==> src/rtl/polyline_moving_average_smoother_unit_macros.svh <==
// Assertion helpers for the asserting file of the smoother, its top module.
`ifndef POLYLINE_MOVING_AVERAGE_SMOOTHER_UNIT_MACROS_SVH
`define POLYLINE_MOVING_AVERAGE_SMOOTHER_UNIT_MACROS_SVH

// Same-cycle implication, quiet in reset.
`define PMAS_ASSERT_IMPL(lbl, ante, cons) \
    lbl: assert property (@(posedge clk) disable iff (!rst_n) (ante) |-> (cons)) \
        else $error("smoother assertion failed");

// Next-cycle implication, quiet in reset.
`define PMAS_ASSERT_NEXT(lbl, ante, cons) \
    lbl: assert property (@(posedge clk) disable iff (!rst_n) (ante) |=> (cons)) \
        else $error("smoother assertion failed");

`endif

==> src/rtl/pmas_pkg.sv <==
package pmas_pkg;

    // Largest radius the 4-bit register can ask for
    localparam int RADIUS_LIMIT = 15;

    // Register select, taken from paddr[2]
    localparam logic REG_RADIUS = 1'b0;

    typedef struct packed {
        logic signed [31:0] x_in;
        logic signed [31:0] y_in;
        logic signed [31:0] z_in;
        logic               end_of_line;
    } pnt_t;

    typedef struct packed {
        logic signed [31:0] x_avg;
        logic signed [31:0] y_avg;
        logic signed [31:0] z_avg;
        logic [15:0]        point_index;
        logic               last_point;
    } res_t;

    typedef enum logic [1:0] {
        DIV_IDLE,
        DIV_ABS,
        DIV_RUN,
        DIV_DONE
    } div_state_t;

    typedef struct packed {
        logic busy;
    } div_stat_t;

endpackage

==> src/rtl/polyline_moving_average_smoother_unit.sv <==
// Centred moving average over 3D polyline points: each output point is the mean of 2r+1
// consecutive input points, truncated toward zero, so r points are trimmed at each end of a
// line and a line shorter than 2r+1 points gives nothing. s_tlast marks the last point of a
// line and comes back as m_tlast on its result; the line state then returns to empty, as it
// also does on any write to the radius register. A point that gives no result is taken as
// soon as the divider is idle; a point that gives a result holds the back end for the whole
// run of the bit-serial divider, which runs its three coordinate lanes side by side. A
// two-entry queue at the input keeps taking points meanwhile until it is full, and a
// finished result waits in its own output register.
`include "polyline_moving_average_smoother_unit_macros.svh"

module polyline_moving_average_smoother_unit #(
    parameter int MAX_RADIUS  = 15,
    parameter int INDEX_WIDTH = 16
) (
    input  logic         clk,
    input  logic         rst_n,
    input  logic         psel,
    input  logic         penable,
    input  logic         pwrite,
    input  logic [2:0]   paddr,
    input  logic [31:0]  pwdata,
    output logic [31:0]  prdata,
    output logic         pready,
    input  logic         s_tvalid,
    output logic         s_tready,
    input  logic [95:0]  s_tdata,   // x_in, y_in, z_in
    input  logic         s_tlast,
    output logic         m_tvalid,
    input  logic         m_tready,
    output logic [111:0] m_tdata,   // x_avg, y_avg, z_avg, point_index
    output logic         m_tlast
);
    import pmas_pkg::*;

    localparam int EFF_R      = (MAX_RADIUS < RADIUS_LIMIT) ? MAX_RADIUS : RADIUS_LIMIT;
    localparam int HIST_DEPTH = 2 * EFF_R + 1;
    localparam int SUM_W      = 32 + $clog2(HIST_DEPTH);
    localparam int DIV_W      = $clog2(2 * EFF_R + 2);

    logic                    cfg_wr;
    logic [3:0]              radius_reg;
    logic                    q_valid;
    logic                    q_ready;
    pnt_t                    q_item;
    logic                    job_valid;
    logic                    job_ready;
    logic signed [SUM_W-1:0] job_sum_x;
    logic signed [SUM_W-1:0] job_sum_y;
    logic signed [SUM_W-1:0] job_sum_z;
    logic [DIV_W-1:0]        job_div;
    logic [15:0]             job_index;
    logic                    job_last;
    div_stat_t               div_stat;
    res_t                    res;

    assign pready = 1'b1;
    assign cfg_wr = psel && penable && pwrite && pready && (paddr[2] == REG_RADIUS);
    assign prdata = (paddr[2] == REG_RADIUS) ? {28'd0, radius_reg} : 32'd0;

    always_ff @(posedge clk or negedge rst_n)
    begin
        if (!rst_n)
        begin
            radius_reg <= 4'd0;
        end
        else if (cfg_wr)
        begin
            radius_reg <= pwdata[3:0];
        end
    end

    pmas_front u_front (
        .clk      (clk),
        .rst_n    (rst_n),
        .s_tvalid (s_tvalid),
        .s_tready (s_tready),
        .s_tdata  (s_tdata),
        .s_tlast  (s_tlast),
        .q_valid  (q_valid),
        .q_ready  (q_ready),
        .q_item   (q_item)
    );

    pmas_window #(
        .HIST_DEPTH  (HIST_DEPTH),
        .SUM_W       (SUM_W),
        .DIV_W       (DIV_W),
        .INDEX_WIDTH (INDEX_WIDTH),
        .R_LIMIT     (EFF_R)
    ) u_window (
        .clk       (clk),
        .rst_n     (rst_n),
        .clear     (cfg_wr),
        .radius    (radius_reg),
        .q_valid   (q_valid),
        .q_ready   (q_ready),
        .q_item    (q_item),
        .job_valid (job_valid),
        .job_ready (job_ready),
        .job_sum_x (job_sum_x),
        .job_sum_y (job_sum_y),
        .job_sum_z (job_sum_z),
        .job_div   (job_div),
        .job_index (job_index),
        .job_last  (job_last)
    );

    pmas_div #(
        .SUM_W (SUM_W),
        .DIV_W (DIV_W)
    ) u_div (
        .clk       (clk),
        .rst_n     (rst_n),
        .job_valid (job_valid),
        .job_ready (job_ready),
        .job_sum_x (job_sum_x),
        .job_sum_y (job_sum_y),
        .job_sum_z (job_sum_z),
        .job_div   (job_div),
        .job_index (job_index),
        .job_last  (job_last),
        .stat      (div_stat),
        .m_tvalid  (m_tvalid),
        .m_tready  (m_tready),
        .res       (res)
    );

    assign m_tdata = {res.point_index, res.z_avg, res.y_avg, res.x_avg};
    assign m_tlast = res.last_point;

    // A division job is only raised when the divider can take it
    `PMAS_ASSERT_IMPL(a_job_when_ready, job_valid, job_ready)
    // An accepted job keeps the divider busy on the next cycle
    `PMAS_ASSERT_NEXT(a_job_starts_div, job_valid && job_ready, div_stat.busy)
    // A new result only appears out of a finished division
    `PMAS_ASSERT_IMPL(a_result_from_div, $rose(m_tvalid), $past(div_stat.busy))

endmodule

==> src/rtl/pmas_front.sv <==
module pmas_front (
    input  logic           clk,
    input  logic           rst_n,
    input  logic           s_tvalid,
    output logic           s_tready,
    input  logic [95:0]    s_tdata,
    input  logic           s_tlast,
    output logic           q_valid,
    input  logic           q_ready,
    output pmas_pkg::pnt_t q_item
);
    import pmas_pkg::*;

    pnt_t       q_reg [2];
    logic       wr_ptr_reg;
    logic       wr_ptr_next;
    logic       rd_ptr_reg;
    logic       rd_ptr_next;
    logic [1:0] cnt_reg;
    logic [1:0] cnt_next;
    logic       push;
    logic       pop;
    pnt_t       in_item;

    assign in_item.x_in        = s_tdata[31:0];
    assign in_item.y_in        = s_tdata[63:32];
    assign in_item.z_in        = s_tdata[95:64];
    assign in_item.end_of_line = s_tlast;

    assign s_tready = (cnt_reg != 2'd2);
    assign q_valid  = (cnt_reg != 2'd0);
    assign q_item   = q_reg[rd_ptr_reg];
    assign push     = s_tvalid && s_tready;
    assign pop      = q_valid && q_ready;

    always_comb
    begin
        wr_ptr_next = push ? ~wr_ptr_reg : wr_ptr_reg;
        rd_ptr_next = pop ? ~rd_ptr_reg : rd_ptr_reg;
        cnt_next    = cnt_reg + 2'(push) - 2'(pop);
    end

    always_ff @(posedge clk or negedge rst_n)
    begin
        if (!rst_n)
        begin
            wr_ptr_reg <= 1'b0;
            rd_ptr_reg <= 1'b0;
            cnt_reg    <= 2'd0;
        end
        else
        begin
            wr_ptr_reg <= wr_ptr_next;
            rd_ptr_reg <= rd_ptr_next;
            cnt_reg    <= cnt_next;
        end
    end

    always_ff @(posedge clk)
    begin
        if (push)
        begin
            q_reg[wr_ptr_reg] <= in_item;
        end
    end

endmodule

==> src/rtl/pmas_window.sv <==
module pmas_window #(
    parameter int HIST_DEPTH  = 31,
    parameter int SUM_W       = 37,
    parameter int DIV_W       = 5,
    parameter int INDEX_WIDTH = 16,
    parameter int R_LIMIT     = 15
) (
    input  logic                    clk,
    input  logic                    rst_n,
    input  logic                    clear,
    input  logic [3:0]              radius,
    input  logic                    q_valid,
    output logic                    q_ready,
    input  pmas_pkg::pnt_t          q_item,
    output logic                    job_valid,
    input  logic                    job_ready,
    output logic signed [SUM_W-1:0] job_sum_x,
    output logic signed [SUM_W-1:0] job_sum_y,
    output logic signed [SUM_W-1:0] job_sum_z,
    output logic [DIV_W-1:0]        job_div,
    output logic [15:0]             job_index,
    output logic                    job_last
);
    import pmas_pkg::*;

    localparam int HW = $clog2(HIST_DEPTH);

    logic signed [31:0]      hist_reg  [3][HIST_DEPTH];
    logic signed [SUM_W-1:0] sum_reg   [3];
    logic signed [SUM_W-1:0] sum_next  [3];
    logic signed [SUM_W-1:0] old_val   [3];
    logic signed [31:0]      coord     [3];
    logic [DIV_W-1:0]        seen_reg;
    logic [DIV_W-1:0]        seen_next;
    logic [INDEX_WIDTH-1:0]  cnt_reg;
    logic [INDEX_WIDTH-1:0]  cnt_next;
    logic [31:0]             cnt_ext;
    logic [3:0]              r_eff;
    logic [DIV_W-1:0]        w;
    logic [HW-1:0]           tap;
    logic                    full;
    logic [DIV_W:0]          seen_inc;
    logic                    emit;
    logic                    take;

    assign r_eff = (radius > 4'(R_LIMIT)) ? 4'(R_LIMIT) : radius;
    assign w     = DIV_W'({r_eff, 1'b1});
    assign tap   = HW'({r_eff, 1'b0});

    assign coord[0] = q_item.x_in;
    assign coord[1] = q_item.y_in;
    assign coord[2] = q_item.z_in;

    assign full     = (seen_reg >= w);
    assign seen_inc = full ? {1'b0, seen_reg} : {1'b0, seen_reg} + 1'b1;
    assign emit     = (seen_inc >= {1'b0, w});

    // Items that give no result still wait for the divider, keeping order simple
    assign q_ready   = job_ready;
    assign take      = q_valid && job_ready;
    assign job_valid = take && emit;

    assign cnt_ext   = 32'(cnt_reg);
    assign job_index = cnt_ext[15:0];
    assign job_div   = w;
    assign job_last  = q_item.end_of_line;
    assign job_sum_x = sum_next[0];
    assign job_sum_y = sum_next[1];
    assign job_sum_z = sum_next[2];

    always_comb
    begin
        for (int i = 0; i < 3; i++)
        begin
            // Drop the point leaving the window once it is full
            old_val[i]  = full ? SUM_W'(hist_reg[i][tap]) : '0;
            sum_next[i] = sum_reg[i] - old_val[i] + SUM_W'(coord[i]);
        end
        seen_next = DIV_W'(seen_inc);
        cnt_next  = (emit && (cnt_reg != '1)) ? cnt_reg + 1'b1 : cnt_reg;
    end

    always_ff @(posedge clk or negedge rst_n)
    begin
        if (!rst_n)
        begin
            for (int i = 0; i < 3; i++)
            begin
                sum_reg[i] <= '0;
            end
            seen_reg <= '0;
            cnt_reg  <= '0;
        end
        else if (clear || (take && q_item.end_of_line))
        begin
            for (int i = 0; i < 3; i++)
            begin
                sum_reg[i] <= '0;
            end
            seen_reg <= '0;
            cnt_reg  <= '0;
        end
        else if (take)
        begin
            for (int i = 0; i < 3; i++)
            begin
                sum_reg[i] <= sum_next[i];
            end
            seen_reg <= seen_next;
            cnt_reg  <= cnt_next;
        end
    end

    // Entries older than the current line are never read, so the delay line needs no clearing
    always_ff @(posedge clk)
    begin
        if (take)
        begin
            for (int i = 0; i < 3; i++)
            begin
                hist_reg[i][0] <= coord[i];
                for (int j = 1; j < HIST_DEPTH; j++)
                begin
                    hist_reg[i][j] <= hist_reg[i][j-1];
                end
            end
        end
    end

endmodule

==> src/rtl/pmas_div.sv <==
module pmas_div #(
    parameter int SUM_W = 37,
    parameter int DIV_W = 5
) (
    input  logic                    clk,
    input  logic                    rst_n,
    input  logic                    job_valid,
    output logic                    job_ready,
    input  logic signed [SUM_W-1:0] job_sum_x,
    input  logic signed [SUM_W-1:0] job_sum_y,
    input  logic signed [SUM_W-1:0] job_sum_z,
    input  logic [DIV_W-1:0]        job_div,
    input  logic [15:0]             job_index,
    input  logic                    job_last,
    output pmas_pkg::div_stat_t     stat,
    output logic                    m_tvalid,
    input  logic                    m_tready,
    output pmas_pkg::res_t          res
);
    import pmas_pkg::*;

    localparam int CW = $clog2(SUM_W + 1);

    div_state_t       state_reg;
    div_state_t       state_next;
    logic [CW-1:0]    step_reg;
    logic [CW-1:0]    step_next;
    logic [SUM_W-1:0] dvd_reg  [3];
    logic [SUM_W-1:0] dvd_next [3];
    logic [DIV_W-1:0] rem_reg  [3];
    logic [DIV_W-1:0] rem_next [3];
    logic [2:0]       neg_reg;
    logic [2:0]       neg_next;
    logic [DIV_W-1:0] div_reg;
    logic [DIV_W-1:0] div_next;
    logic [15:0]      idx_reg;
    logic [15:0]      idx_next;
    logic             last_reg;
    logic             last_next;
    logic             ovalid_reg;
    logic             ovalid_next;
    res_t             res_reg;
    res_t             res_next;
    logic [DIV_W:0]   rem_sh   [3];
    logic             ge       [3];
    logic [SUM_W-1:0] q_signed [3];

    assign job_ready = (state_reg == DIV_IDLE);
    assign stat.busy = (state_reg != DIV_IDLE);
    assign m_tvalid  = ovalid_reg;
    assign res       = res_reg;

    // One quotient bit per lane and cycle, restoring form
    always_comb
    begin
        for (int i = 0; i < 3; i++)
        begin
            rem_sh[i]   = {rem_reg[i], dvd_reg[i][SUM_W-1]};
            ge[i]       = (rem_sh[i] >= {1'b0, div_reg});
            q_signed[i] = neg_reg[i] ? -dvd_reg[i] : dvd_reg[i];
        end
    end

    always_comb
    begin
        state_next  = state_reg;
        step_next   = step_reg;
        dvd_next    = dvd_reg;
        rem_next    = rem_reg;
        neg_next    = neg_reg;
        div_next    = div_reg;
        idx_next    = idx_reg;
        last_next   = last_reg;
        res_next    = res_reg;
        ovalid_next = (ovalid_reg && m_tready) ? 1'b0 : ovalid_reg;

        case (state_reg)
            DIV_IDLE:
            begin
                if (job_valid)
                begin
                    dvd_next[0] = job_sum_x;
                    dvd_next[1] = job_sum_y;
                    dvd_next[2] = job_sum_z;
                    neg_next    = {job_sum_z[SUM_W-1], job_sum_y[SUM_W-1], job_sum_x[SUM_W-1]};
                    div_next    = job_div;
                    idx_next    = job_index;
                    last_next   = job_last;
                    step_next   = '0;
                    for (int i = 0; i < 3; i++)
                    begin
                        rem_next[i] = '0;
                    end
                    state_next = DIV_ABS;
                end
            end
            DIV_ABS:
            begin
                // Divide magnitudes; the sign goes back on at the end
                for (int i = 0; i < 3; i++)
                begin
                    dvd_next[i] = neg_reg[i] ? -dvd_reg[i] : dvd_reg[i];
                end
                state_next = DIV_RUN;
            end
            DIV_RUN:
            begin
                for (int i = 0; i < 3; i++)
                begin
                    rem_next[i] = ge[i] ? DIV_W'(rem_sh[i] - {1'b0, div_reg})
                                        : DIV_W'(rem_sh[i]);
                    dvd_next[i] = {dvd_reg[i][SUM_W-2:0], ge[i]};
                end
                step_next = step_reg + 1'b1;
                if (step_reg == CW'(SUM_W - 1))
                begin
                    state_next = DIV_DONE;
                end
            end
            DIV_DONE:
            begin
                // Hold until the output register is free
                if (!ovalid_reg || m_tready)
                begin
                    res_next.x_avg       = q_signed[0][31:0];
                    res_next.y_avg       = q_signed[1][31:0];
                    res_next.z_avg       = q_signed[2][31:0];
                    res_next.point_index = idx_reg;
                    res_next.last_point  = last_reg;
                    ovalid_next          = 1'b1;
                    state_next           = DIV_IDLE;
                end
            end
            default:
            begin
                state_next = DIV_IDLE;
            end
        endcase
    end

    always_ff @(posedge clk or negedge rst_n)
    begin
        if (!rst_n)
        begin
            state_reg  <= DIV_IDLE;
            step_reg   <= '0;
            ovalid_reg <= 1'b0;
        end
        else
        begin
            state_reg  <= state_next;
            step_reg   <= step_next;
            ovalid_reg <= ovalid_next;
        end
    end

    always_ff @(posedge clk)
    begin
        dvd_reg  <= dvd_next;
        rem_reg  <= rem_next;
        neg_reg  <= neg_next;
        div_reg  <= div_next;
        idx_reg  <= idx_next;
        last_reg <= last_next;
        res_reg  <= res_next;
    end

endmodule
==> config.mk <==
export PLATFORM = sky130hd
export DESIGN_NAME = polyline_moving_average_smoother_unit
export DESIGN_NICKNAME = d
export VERILOG_FILES = /design/src/rtl/pmas_pkg.sv /design/src/rtl/polyline_moving_average_smoother_unit.sv /design/src/rtl/pmas_front.sv /design/src/rtl/pmas_window.sv /design/src/rtl/pmas_div.sv
export VERILOG_INCLUDE_DIRS = /design/src /design/src/rtl
export SDC_FILE = /design/constraint.sdc
export NUM_CORES = 2
export LEC_CHECK = 0
export BUFFER_PORTS_ARGS = -buffer_cell sky130_fd_sc_hd__buf_2
export CELL_PAD_IN_SITES_DETAIL_PLACEMENT = 0
export CELL_PAD_IN_SITES_GLOBAL_PLACEMENT = 1
export CORE_AREA = 3 3 508 561
export CTS_CLUSTER_SIZE = 20
export DETAILED_ROUTE_END_ITERATION = 8
export DIE_AREA = 0 0 511 564
export GPL_TIMING_DRIVEN = 0
export HOLD_SLACK_MARGIN = 0.12
export PLACE_DENSITY_LB_ADDON = 0.1
export SETUP_SLACK_MARGIN = 0.05
export SKIP_LAST_GASP = 1
export SYNTH_ARGS = -nofsm -noshare
export SYNTH_HDL_FRONTEND = slang
export SYNTH_SLANG_ARGS = --single-unit
==> constraint.sdc <==
create_clock -name clk -period 80.5 [get_ports clk]
set_clock_uncertainty 0.05 [all_clocks]
set_input_delay 12.075 -clock clk [delete_from_list [all_inputs] [get_ports clk]]
set_output_delay 12.075 -clock clk [all_outputs]
set_load 0.02 [all_outputs]
==> impl_results.md <==
- Clk root buf: clkbuf_16
- Hold_buf cts: 0
- Top FF cell, synth: edfxtp_1
- FF-to-FF End: u_div.dvd_reg[72]
- Largest register FFs: 2976
- PwrDens: 48.08 mW/mm²
- Fin Setup TNS: 0 ps
- Arrival @ worst endpoint: 13130 ps
- FF+latch count, synth: 3582
- DP HPWL: 203.9 mm
- Uppermost layer routed: met5
- Io pins: 287
- Fin. Hold Viols: 0
- Post-DR wirelength/cell: 27.17 µm
- # setup viols final: 0
- Hold slack final: 326.2 ps
- Most frequent CP cell: buf_2
- CP Capture Type: primary output
- Worst-Margin Slew: 1542 ps
- RSZ-0062 raised after global routing: no
- Initial Util: 0.4885
- Post-synth ARST share: 0.04160
- Gpl congestion: 0.8383
- # nets final: 8037
- Most common cell in the netlist: edfxtp_1
- Startpoint Class: input pin
- Slew headroom: -0.02812
- Total GRT Usage: 0.2166
- Wire length on met3: 19.24 mm
- CP max-delay cell: nor2_1
- Yosys cell types: 80
- CTS buffer count: 366
- Worst-Skew Late Latency: 910 ps
- Crit. path cell count: 3
- Fin cells: 11650
- Final wirelength: 316.6 mm
- Layout cell share with drive strength beyond 1: 0.1742
- Max cap viols: 2
- Core box area: 0.2800 mm²
- Met2 WL: 148.5 mm
- Final ANT Viol Nets: 0
- Crit path required time: 68380 ps
- Initial antenna violation count: 20
- Synth-to-Final Area Change: 13.72%
- Critical Path Sink: prdata[0]
- Failing checks: capacitance limit, slew limit
- Status: finished with violations
- R2R Setup Slk: 69240 ps
- Largest net degree at the start of global routing: 151
- Top cells by area, synth: edfxtp_1 (75%), mux4_2 (7.9%), dfrtp_1 (2.7%), fa_1 (1.6%), ha_1 (1.4%)
- Buffers & Inverters on Critical Path: 2
- Number of enable flip-flop cells after synthesis: 3433
- Synth top area share: 0.7537
- Post-CTS Repair Setup Buffers: 0
- Tcrit/Tclk final: 0.3137
- Vias in the first global route: 65770
- P_leak: 0.05309 µW
- Row count: 204
- Crit path kind: input pin to primary output
- Die width: 511 µm
- CP delay by family, top: simple AND/OR/NAND/NOR gates
- Sequential area share after synthesis: 0.7809
- Crit. Startpoint: paddr[2]
- Fmax: 39.60 MHz
- Post-synth top cells: edfxtp_1 (3433), mux4_2 (480), inv_1 (465)
- Grt total ovfl: 0
- Largest stage delay on the critical path: 570 ps
- PortBufs: 227
- Placed insts: 10970
- Mapped Area: 0.1368 mm²
- CTS tree: done
- Clock H-tree levels: 5
- Final Critical Period: 25250 ps
- Clk sink count: 3582
- Post-synth top area cell: edfxtp_1
- Die area: 0.2882 mm²
- Vias: 66250
- Yosys warnings: 0
- HP Class: flip-flop to flip-flop
- DRC errors left: 0
- Peak ir drop on the vdd network: 28.08 µV
- # resized after CTS: 0
- Global-route wire length before repair: 457.7 mm
- DRT Pass-1 Iters: 6
- Worst hold path depth: 0
- Deepest clock path buffer count: 4
- Post-route met1 wirelength: 140.7 mm
- Chip Height: 564 µm
- Initial DRC Count: 7577
- Worst-path cell chain: buf_2 > nor2_1 > buf_2
- Worst-path clk slew: 60 ps
- Maximum fanout along the worst path: 6
- R2R depth: 24
- Max-slew violations: 22
- Synth Area per Inst: 19.64 µm²
- Post-Syn Instances: 6966
- Worst flop-to-flop path startpoint: radius_reg[2]
- Vias per inst: 5.686
-- cell usage in the layout (no fill, tap or decap), drive strengths merged, types with 95 or more instances in the layout --
cell type and instances:
nand2 235, a21oi 144, clkbuf 659, edfxtp 3433, clkinv 143, ha 148
fa 111, buf 350, inv 471, mux2i 100, a22o 95, dfrtp 149
xnor2 174, nor2b 103, mux4 480, o21ai 197, nor2 255
-- layout make-up --
cell class	instances	area [µm²]
Timing Repair Buffer	278	2346
Buffer	266	1234
Clock buffer	466	9721
Clock inverter	189	1824
Tap cell	3708	4639
Antenna cell	17	42.54
Multi-Input combinational cell	2679	27160
Sequential cell	3582	106800
Fill cell	21460	124500
Inverter	466	1762
-- kinds of logic (layout without fill, tap and decap cells) --
logic type,count (synthesis),in the layout,share of synthesized area
muxes,590,590,0.08720
other,2,46,0.00005490
and+or+nand+nor,815,815,0.02840
adders and majority gates,259,259,0.02978
buffers and inverters,732,1665,0.02150
xor gates and xnor gates,231,231,0.01479
DFF,3582,3582,0.7809
AOI/OAI and AO/OA,755,755,0.03734
-- per-layer routing --
layer | vias to the layer above | GRT usage
met2 | 2086 | 0.3367
met1 | 35070 | 0.3199
met4 | 4 | 0.05938
met5 | - | 0
li1 | 28650 | -
met3 | 429 | 0.03748
-- worst min-delay path by stage --
stage	from	endpoint	slack (ps)
after floorplan	u_div.last_reg	u_div.res[0]	350
after global routing	u_window.hist_reg[1][750]	u_window.hist_reg[1][718]	330
after detailed placement	u_div.idx_reg[13]	u_div.res[14]	350
after global placement	u_window.hist_reg[0][953]	u_window.hist_reg[0][921]	350
final	u_window.hist_reg[1][750]	u_window.hist_reg[1][718]	330
after CTS	u_window.hist_reg[1][750]	u_window.hist_reg[1][718]	320
-- through the flow --
| step | power [µW] | area, µm² | utilization | setup slack, ps |
|---|---|---|---|---|
| final | 7478 | 155500 | 0.5555 | 55250 |
| after global routing | 7875 | 155500 | 0.5554 | 55260 |
| after CTS | 7545 | 155400 | 0.5549 | 55360 |
| after detailed placement | 5850 | 143800 | 0.5137 | 55360 |
| after global placement | 8276 | 142700 | 0.5095 | -42000 |
| after floorplan | 6876 | 136900 | - | 4905 |
-- where the power goes --
group          internal (µW)  switching (µW)
Combinational            819            1570
Sequential              3120             315
Clock                    943             706
Power figures use the tool's default switching activity.
